==> src/assert_macros.svh <==
// Assertion macros shared by the table unit's modules
`ifndef ASSERT_MACROS_SVH
`define ASSERT_MACROS_SVH

// Check a property on every rising clock edge outside reset
`define ASSERT_CLK(lbl, clk, rst, prop, msg) \
  lbl: assert property (@(posedge clk) disable iff (rst) prop) \
    else $error(msg);

// Check that a consequent holds in the same cycle as its antecedent
`define ASSERT_SAME(lbl, clk, rst, ante, cons, msg) \
  `ASSERT_CLK(lbl, clk, rst, (ante) |-> (cons), msg)

// Check that a consequent holds in the cycle after its antecedent
`define ASSERT_NEXT(lbl, clk, rst, ante, cons, msg) \
  `ASSERT_CLK(lbl, clk, rst, (ante) |=> (cons), msg)

`endif

==> src/sktt_pkg.sv <==
// Types and constants of the sorted key toggle table unit
package sktt_pkg;

  localparam int KEY_W = 32;
  localparam int PCT_W = 7;
  localparam int IDX_W = 7;
  localparam int CNT_OUT_W = 8;
  localparam logic [PCT_W-1:0] PCT_MAX = 7'd100;

  // Request command codes
  localparam logic [1:0] CMD_TOGGLE = 2'd0;
  localparam logic [1:0] CMD_FIND   = 2'd1;
  localparam logic [1:0] CMD_READ   = 2'd2;

  typedef struct packed {
    logic [1:0]       command;
    logic [KEY_W-1:0] key_primary;
    logic [KEY_W-1:0] key_secondary;
    logic [PCT_W-1:0] entry_percent;
    logic [IDX_W-1:0] entry_index;
  } req_t;

  typedef struct packed {
    logic                 hit;
    logic [KEY_W-1:0]     out_primary;
    logic [KEY_W-1:0]     out_secondary;
    logic [PCT_W-1:0]     out_percent;
    logic [CNT_OUT_W-1:0] entry_count;
  } res_t;

  typedef struct packed {
    logic [KEY_W-1:0] key_primary;
    logic [KEY_W-1:0] key_secondary;
    logic [PCT_W-1:0] percent;
  } entry_t;

  typedef enum logic [3:0] {
    ST_IDLE,
    ST_SCAN,
    ST_DECIDE,
    ST_SHIFT_DN,
    ST_DEC,
    ST_SHIFT_UP,
    ST_WRITE_NEW,
    ST_READ,
    ST_EMIT
  } state_t;

  // Commands from the controller to the datapath
  typedef struct packed {
    logic load;
    logic step_up;
    logic step_down;
    logic cmp_en;
    logic shift_wr;
    logic prep_remove;
    logic prep_insert;
    logic write_new;
    logic cnt_inc;
    logic cnt_dec;
    logic read_idx;
    logic emit;
  } ctl_cmd_t;

  // Status from the datapath to the controller
  typedef struct packed {
    logic       scan_found;
    logic       up_end;
    logic       down_end;
    logic       match;
    logic       pos_full;
    logic [1:0] command;
  } ctl_sts_t;

endpackage

==> src/sktt_ctrl.sv <==
// Controller state machine of the sorted key toggle table unit
`include "assert_macros.svh"

module sktt_ctrl (
  input  logic              clk,
  input  logic              rst,
  input  logic              start,
  input  logic [1:0]        command,
  input  sktt_pkg::ctl_sts_t sts,
  output logic              busy,
  output sktt_pkg::ctl_cmd_t cmd
);
  import sktt_pkg::*;

  state_t state;
  state_t state_next;

  // Hold the state register
  always_ff @(posedge clk) begin
    if (rst) begin
      state <= ST_IDLE;
    end else begin
      state <= state_next;
    end
  end

  // Sequence the walk over the table
  always_comb begin
    state_next = state;
    cmd = '0;
    busy = 1'b1;
    case (state)
      ST_IDLE: begin
        busy = 1'b0;
        if (start) begin
          cmd.load = 1'b1;
          case (command)
            CMD_TOGGLE, CMD_FIND: state_next = ST_SCAN;
            CMD_READ:             state_next = ST_READ;
            default:              state_next = ST_EMIT;
          endcase
        end
      end
      ST_SCAN: begin
        cmd.step_up = 1'b1;
        cmd.cmp_en = 1'b1;
        if (sts.scan_found || sts.up_end) begin
          state_next = ST_DECIDE;
        end
      end
      ST_DECIDE: begin
        if (sts.command != CMD_TOGGLE) begin
          state_next = ST_EMIT;
        end else if (sts.match) begin
          cmd.prep_remove = 1'b1;
          state_next = ST_SHIFT_DN;
        end else if (sts.pos_full) begin
          // drop the new key: it is the largest of a full table
          state_next = ST_EMIT;
        end else begin
          cmd.prep_insert = 1'b1;
          state_next = ST_SHIFT_UP;
        end
      end
      ST_SHIFT_DN: begin
        cmd.step_up = 1'b1;
        cmd.shift_wr = 1'b1;
        if (sts.up_end) begin
          state_next = ST_DEC;
        end
      end
      ST_DEC: begin
        cmd.cnt_dec = 1'b1;
        state_next = ST_EMIT;
      end
      ST_SHIFT_UP: begin
        cmd.step_down = 1'b1;
        cmd.shift_wr = 1'b1;
        if (sts.down_end) begin
          state_next = ST_WRITE_NEW;
        end
      end
      ST_WRITE_NEW: begin
        cmd.write_new = 1'b1;
        cmd.cnt_inc = 1'b1;
        state_next = ST_EMIT;
      end
      ST_READ: begin
        cmd.read_idx = 1'b1;
        state_next = ST_EMIT;
      end
      ST_EMIT: begin
        cmd.emit = 1'b1;
        state_next = ST_IDLE;
      end
      default: begin
        state_next = ST_IDLE;
      end
    endcase
  end

  `ASSERT_NEXT(a_accept_leaves_idle, clk, rst, start && !busy, state != ST_IDLE, "accepted request left controller idle")

endmodule

==> config.mk <==
export PLATFORM = sky130hd
export DESIGN_NAME = sktt_ctrl
export DESIGN_NICKNAME = d
export VERILOG_FILES = /design/src/sktt_pkg.sv /design/src/sktt_ctrl.sv
export VERILOG_INCLUDE_DIRS = /design/src /design/src/src
export SDC_FILE = /design/constraint.sdc
export NUM_CORES = 1
export LEC_CHECK = 0
export BUFFER_PORTS_ARGS = -buffer_cell sky130_fd_sc_hd__buf_4
export CAP_MARGIN = 20
export CORE_AREA = 2 2 39 41
export DETAILED_ROUTE_END_ITERATION = 12
export DIE_AREA = 0 0 41 43
export GPL_ROUTABILITY_DRIVEN = 0
export PLACE_DENSITY = 0.63
export SLEW_MARGIN = 25
export SYNTH_ARGS = -nofsm -noshare
export SYNTH_HDL_FRONTEND = slang
export SYNTH_SLANG_ARGS = --single-unit
==> constraint.sdc <==
create_clock -name clk -period 1.44 [get_ports clk]
set_input_delay 0.288 -clock clk [delete_from_list [all_inputs] [get_ports clk]]
set_output_delay 0.288 -clock clk [all_outputs]
set_load 0.01 [all_outputs]
Word level (Yosys, flattened, before mapping)
Cells that the tools add are included.
{"block": "classes", "muxes": 25, "eq_ne": 14, "reduce_logical": 9}
{"operator": "4-bit 2-to-1 mux", "n": 7}
{"operator": "4-bit one-hot mux with 6 select lines", "n": 1}
{"operator": "4-bit by 3-bit equality test with 1-bit output (second input constant)", "n": 4}
{"operator": "1-bit 2-to-1 mux", "n": 13}
{"operator": "4-bit by 2-bit equality test with 1-bit output (second input constant)", "n": 2}
{"operator": "2-bit inequality test (second input constant)", "n": 4}
{"operator": "4-bit one-hot mux with 2 select lines", "n": 1}
{"operator": "2-bit 2-to-1 mux", "n": 3}
{"operator": "2-bit OR reduction", "n": 3}
{"operator": "4-bit by 1-bit equality test with 1-bit output (second input constant)", "n": 1}
{"operator": "4-bit equality test (second input constant)", "n": 1}
{"operator": "4-bit zero test", "n": 1}
{"operator": "4-bit AND reduction", "n": 1}
{"operator": "3-bit OR reduction", "n": 1}
{"operator": "2-bit by 1-bit equality test with 1-bit output (second input constant)", "n": 1}
{"operator": "2-bit equality test (second input constant)", "n": 1}
{"operator": "2-bit zero test", "n": 1}
{"operator": "2-bit nonzero test", "n": 1}
{"operator": "1-bit logical OR", "n": 1}
{"block": "totals", "wordCells": 49, "input_bits": 12, "out_inout_bits": 13, "regBits": 4}

Depth between registers and ports, before layout
Gate-level depths: netlist of run 1.
{"block": "depth", "depth_word": 5, "depth_mapped": 5, "mapped_depth_nobuf": 4}

Worst setup path before layout of run 1
No wires, ideal clock.
{"block": "synth_timing", "path_type": "reg-to-reg", "from": "register state[0]", "to": "register state[2]", "path_buffers": 1, "required_ps": 1374, "arrival_ps": 1494, "setup_slack_ps": -120, "setup_ps": 66, "synth_period_minus_slack_ps": 1560, "path_stages_with_launch": 6, "cell_sequence": "dfxtp_1 > buf_6 > or4_4 > nor4_4 > o31ai_1 > a21oi_2"}
{"block": "synth_between", "elab_chain_len": 3, "elab_cells_between_ends": 15, "cone_classes": "eq/ne: 11; mux: 1; reduce/logical: 3"}
{"item": "start: declaration", "line_no": "sktt_ctrl.sv:15", "text": "state_t state;"}
{"item": "start signal: assignment", "line_no": "sktt_ctrl.sv:23", "text": "state <= state_next;"}
{"item": "4-bit by 3-bit equality test with 1-bit output, or another cell as far along", "line_no": "sktt_ctrl.sv:32", "text": "case (state)"}
{"item": "3-bit OR reduction (no source line) or 2-bit inequality test (tied branches)"}
{"item": "4-bit one-hot mux with 6 select lines or 4-bit AND reduction (tied branches)"}
Parallel ways exist; a longest one is shown, timed or not.
A chain may end at the register's enable or synchronous reset.

==> results of run 1 <==
-- how the worst max path moves through the flow --
| stage | slack [ns] | to | startpoint |
|---|---|---|---|
| final | -0.38 | cmd[5] | state[3] |
| after floorplan | -0.12 | state[2] | state[0] |
| after global routing | -0.42 | cmd[5] | state[3] |
| after global placement | -0.15 | cmd[5] | state[3] |
| after CTS | -0.38 | cmd[5] | state[3] |
| after detailed placement | -0.17 | cmd[5] | state[3] |
-- area by class of cell --
cell class	count	area (µm²)
multi-input cells	43	507
clock buffers	3	22.5
fillers	76	319
repair buffers	44	412
flip-flops and latches	4	92.6
inverters	3	11.3
well taps	16	20.0
-- power breakdown --
part | switching (µW) | internal (µW) | total (µW)
Sequential | 29.3 | 134 | 163
Clock | 42.7 | 92.9 | 136
Combinational | 357 | 405 | 762
Total | 429 | 632 | 1060
-- metrics by stage --
step           power [µW]  hold WS, ns  instance area (µm²)  setup TNS [ns]
2_1_floorplan         373        0.365                  445          -0.421
3_3_place_gp          552        0.472                  698          -0.671
3_5_place_dp          553        0.471                  698          -0.697
4_1_cts               910        0.230                  962           -1.59
5_1_grt              1120        0.224                 1060           -3.18
6_report             1060        0.239                 1060           -2.49
-- routing by layer --
metal / share of wire (%) / track usage (%)
met1: 40 / 27.0
met2: 51 / 36.3
met4: 1.9 / 7.33
met3: 6.4 / 5.24
met5: 0 / 0
-- what timing repair did --
action                     CTS  global route
gates resized for setup     45            22
buffers inserted             6             3
setup endpoints to repair   17            17
pin swaps                   11             9
-- worst max-delay path: stages, from the launching register on --
cell,delay (ns)
dfxtp_4,0.34
or4_4,0.55
nor4_4,0.24
buf_4,0.16
-- cell usage in the layout, fill, tap and decap left out, types with 3 or more instances in the layout --
cell type,n
buf_4,28
buf_6,13
clkbuf_4,3
dfxtp_4,3
inv_1,3
nor2_4,4
nor3_4,5
-- logic make-up (layout without fill, tap and decap cells) --
family,count (synthesis),after routing,share of synthesized area [%]
AO/OA/AOI/OAI,12,12,22.5
buffers and inverters,8,50,12.6
AND/OR/NAND/NOR,31,31,46.9
flip-flops,4,4,18.0
==> reports/qor.csv, run 1 <==
metric,value,unit
Worst Path Required,1.15,ns
core area,0.00138,mm²
port bufs,24,
"Reg clk slew, reported paths",0.04,ns
Via Count,652,
relative slew slack,74.6,%
largest registers,state: 4 flops,
number of cells on the worst hold path,2,
Initial DRC Count,22,
DP Worst Slack,-0.172,ns
ys async rst share,0,%
Synth top cells by count,"6 x nor2_1, 6 x nor3_1, 4 x dfxtp_1, 3 x a21oi_1, 3 x inv_1",
worst skew pair latency,0.23,ns
syn_nets,67,
fmax,549,MHz
Leak,0.000471,µW
Largest Register,state,
# IOs,25,
Syn. warnings,0,
Nets,111,
DRC viols,0,
post-synthesis cell area,445,µm²
CTS tree,done,
final hold violation count,0,
post-synthesis sequential element count,4,
ratio of total power to cell area,996,mW/mm²
Die Area,0.00176,mm²
largest net degree at the start of global routing,9,
max_cap viols,0,
Crit. End Element,output pin,
flop2flop setup slack,-0.11,ns
DP HPWL,1060,µm
Reg2Reg Capture Point,state[0],
site row count,14,
number of CTS-inserted buffers,3,
Initial Util,32.2,%
top post-synthesis cells by area,"dfxtp_1 18%, nor3_1 6.7%, nor2_1 5.1%",
sequential area share after synthesis,18.0,%
number of synthesized flops with an enable pin,0,
"wirelength, routed",2240,µm
CTS max path bufs,2,
placed cells,103,
Synth Flop Type,dfxtp_1,
antenna violations before repair,0,
RSZ-0062 raised after global routing,true,
total grt overflow,0,
vias per cell,5.77,
diode count,0,
Final Max Slew Viols,0,
first-pass GRT wire length,2660,µm
Yosys top cell area share,18.0,%
hold_buf cts,0,
CTS root buf,clkbuf_4,
"Arr. time, crit path",1.53,ns
area grow syn2layout,139,%
GRT Overall Usage,22.2,%
Worst Skew,0.00570,ns
Startpoint Class,register,
Min-Delay Endpoint,state[3],
Worst R2R Start,state[0],
"Distinct cells, synth",32,
H-Tree Depth,1,
Die Wd,41,µm
Routed Antenna Nets,0,
vias in the first global route,592,
Synth Area per Inst,8.10,µm²
Chip Height,43,µm
Largest register FFs,4,
HP Start,rst,
DR WL/cell,19.8,µm
layout cells sized above 1,82.5,%
fin cells,113,
Peak VDD IR,0.680,mV
Min-Delay Path Class,in2reg,
minimum clock period,1.82,ns
Clock Sinks,4,
Setup CP Type,reg2out,
outcome,finished with violations,
slew of the pin with the lowest slew margin,0.382,ns
fin worst setup slack,-0.382,ns
R2R depth,6,
fin crit share,127,%
leading area contributor after synthesis,dfxtp_1,
final setup vio count,17,
crit path max fanout,2,
failing checks,negative setup slack,
Pre-antenna DRT Iters,4,
fin util,76.9,%
Mapped Cells,55,
Note: power is estimated with default switching activity, not from simulation.
==> run 2, diff against run 1 <==
--- a/config.mk
+++ b/config.mk
@@ -6,13 +6,14 @@
 export SDC_FILE = /design/constraint.sdc
 export NUM_CORES = 1
 export LEC_CHECK = 0
+export ABC_AREA = 1
 export BUFFER_PORTS_ARGS = -buffer_cell sky130_fd_sc_hd__buf_4
 export CAP_MARGIN = 20
 export CORE_AREA = 2 2 39 41
 export DETAILED_ROUTE_END_ITERATION = 12
 export DIE_AREA = 0 0 41 43
 export GPL_ROUTABILITY_DRIVEN = 0
-export PLACE_DENSITY = 0.63
+export PLACE_DENSITY = 0.65
 export SLEW_MARGIN = 25
 export SYNTH_ARGS = -nofsm -noshare
 export SYNTH_HDL_FRONTEND = slang
==> run 2 against run 1 <==
  * The run still ends with negative setup slack left
  * Worst setup slack improved by 0.36 ns
  * Wire length decreased by 42%
  * First-iteration DRC count decreased by 59%
  * Maximum frequency increased by 25%
  * Final cell count increased by 13%
  * Sequential share of layout area increased by 3.5 points
  * Largest cell class unchanged
  * Largest power group unchanged
==> reports/qor.csv, run 2 <==
metric,value,unit
DR WL/cell,10.1,µm
fmax,685,MHz
Peak VDD IR,1.25,mV
Final Max Slew Viols,0,
slew of the pin with the lowest slew margin,0.273,ns
Via Count,609,
"Reg clk slew, reported paths",0.04,ns
CP cell instances,inv_1 > nand2_2 > nor2_4 > nor2_2 > inv_1 > buf_4,
Startpoint Class,register,
# IOs,25,
# fillers,147,
CP max stage delay,0.35,ns
post-synthesis sequential element count,4,
top post-synthesis cells by area,"dfxtp_1 17%, nand2_1 17%, nor2_1 12%",
switching share of power,49.6,%
minimum clock period,1.46,ns
Initial DRC Count,9,
failing checks,negative setup slack,
"most common cell after layout, fill and taps aside",buf_4,
largest registers,state: 4 flops,
GRT Overall Usage,16.4,%
Area after DPL,659,µm²
H-Tree Depth,1,
site row count,14,
Nets,126,
syn_nets,95,
post-route cell area,736,µm²
Min-Delay Path Class,in2reg,
DP HPWL,1050,µm
fin crit share,101,%
CTS tree,done,
ys async rst share,0,%
cell repeated most along the worst path,inv_1,
area grow syn2layout,57.6,%
antenna violations before repair,0,
FF/Latch Area,90.1,µm²
ratio of total power to cell area,1810,mW/mm²
Syn. warnings,0,
Clock power frac,11.1,%
Leak,0.000397,µW
crit path max fanout,4,
max_cap viols,0,
fin worst setup slack,-0.0205,ns
vias per cell,4.76,
number of CTS-inserted buffers,3,
worst hold margin,0.221,ns
final hold violation count,0,
Mapped Cells,83,
Worst Path Required,1.15,ns
worst-path cell with the longest stage delay,dfxtp_2,
cell with the most instances after synthesis,nand2_1,
port bufs,24,
Clock Sinks,4,
internal power,670,µW
worst skew pair latency,0.25,ns
DP Worst Slack,0.116,ns
first-pass GRT wire length,1990,µm
Die Area,0.00176,mm²
number of synthesized flops with an enable pin,0,
Setup TNS Final,-0.0205,ns
leading area contributor after synthesis,dfxtp_1,
DRC viols,0,
largest net degree at the start of global routing,8,
Setup CP Type,reg2out,
Initial Util,33.7,%
Pre-antenna DRT Iters,4,
layout cells sized above 1,48.2,%
combinational share of power,70.1,%
RSZ-0062 raised after global routing,true,
CTS max path bufs,2,
Routed Antenna Nets,0,
sequential area share after synthesis,17.2,%
"Distinct cells, synth",19,
"Arr. time, crit path",1.17,ns
Chip Height,43,µm
Sequential Power Share,18.8,%
Synth top cells by count,"21 x nand2_1, 15 x nor2_1, 13 x inv_1",
core area,0.00138,mm²
Sw Pwr,659,µW
CTS root buf,clkbuf_4,
Worst Skew,0.000318,ns
outcome,finished with violations,
relative slew slack,81.6,%
Crit. End Element,output pin,
Largest Register,state,
Yosys top cell area share,17.2,%
Die Wd,41,µm
area of the multi-input gates,337,µm²
Synth Flop Type,dfxtp_1,
post-synthesis cell area,467,µm²
hold_buf cts,0,
vias in the first global route,536,
diode count,0,
Largest register FFs,4,
"wirelength, routed",1290,µm
"commonest non-fill, non-tap cells in the layout","28 x buf_4, 21 x nand2_1, 13 x nor2_1, 12 x inv_1, 5 x nor2_4",
final setup vio count,1,
total grt overflow,0,
Synth Area per Inst,5.62,µm²
## run 2: cell types whose count changed in the layout (fill, tap and decap cells not counted), moves of 3 or more
cell	before	now
buf_6	13	0
inv_1	3	12
inv_2	0	3
nand2_1	1	21
nand3_1	0	4
nor2_1	2	13
nor2_2	0	4
nor3_4	5	0
## run 2: worst paths after layout
path                            startpoint  endpoint  cells past startpoint  slack, ns
worst max register to register    state[2]  state[1]                      7       0.24
worst min-delay path                   rst  state[1]                      2       0.22
worst min register to register    state[0]  state[0]                      2       0.53
worst max-delay path              state[3]    cmd[7]                      6      -0.02
## run 2: cell families after synthesis
logic type | Yosys count | synth area share (%)
DFF | 4 | 17.2
AOI/OAI and AO/OA | 7 | 8.31
and+or+nand+nor | 55 | 59.3
buffers and inverters | 17 | 15.3
## run 2: area by class of cell
cell class / count / share of cell area (%)
Timing Repair Buffer: 28 / 28.6
Inverter: 15 / 7.65
Multi-Input combinational cell: 62 / 45.7
Tap cell: 16 / 2.72
Sequential cell: 4 / 12.2
Clock buffer: 3 / 3.06
## run 2: per-stage QoR
step	power [µW]	cells	util, %
3_3_place_gp	1070	122	47.6
2_1_floorplan	800	83	-
4_1_cts	1270	127	51.5
5_1_grt	1430	128	53.2
6_report	1330	128	53.2
3_5_place_dp	1070	122	47.6
## run 2: power by group through the flow
stage	clock (µW)	combinational (µW)	sequential [µW]
after CTS	140	881	249
after floorplan	0	605	195
final	148	931	250
after global routing	153	1020	258
after global placement	0	838	228
after detailed placement	0	833	232
## run 2: timing repair
item / in CTS / in global routing
buffers inserted: 2 / 1
pin swaps: 2 / 4
gates resized for setup: 7 / 5
endpoints found under the setup margin: 6 / 5
## run 2: worst max-delay path, delay by kind of cell (launching register included)
family	cells	cell delay, ns
simple gates	3	0.30
flops	1	0.35
buf+inv	3	0.26
## run 2: routing by layer
layer / track usage [%] / up-vias / part of all wire, %
met3: 2.09 / 7 / 8.8
met2: 25.3 / 35 / 48
met5: 0 / - / 0
met1: 19.3 / 254 / 39
met4: 12.0 / 0 / 4.4
li1: - / 313 / -
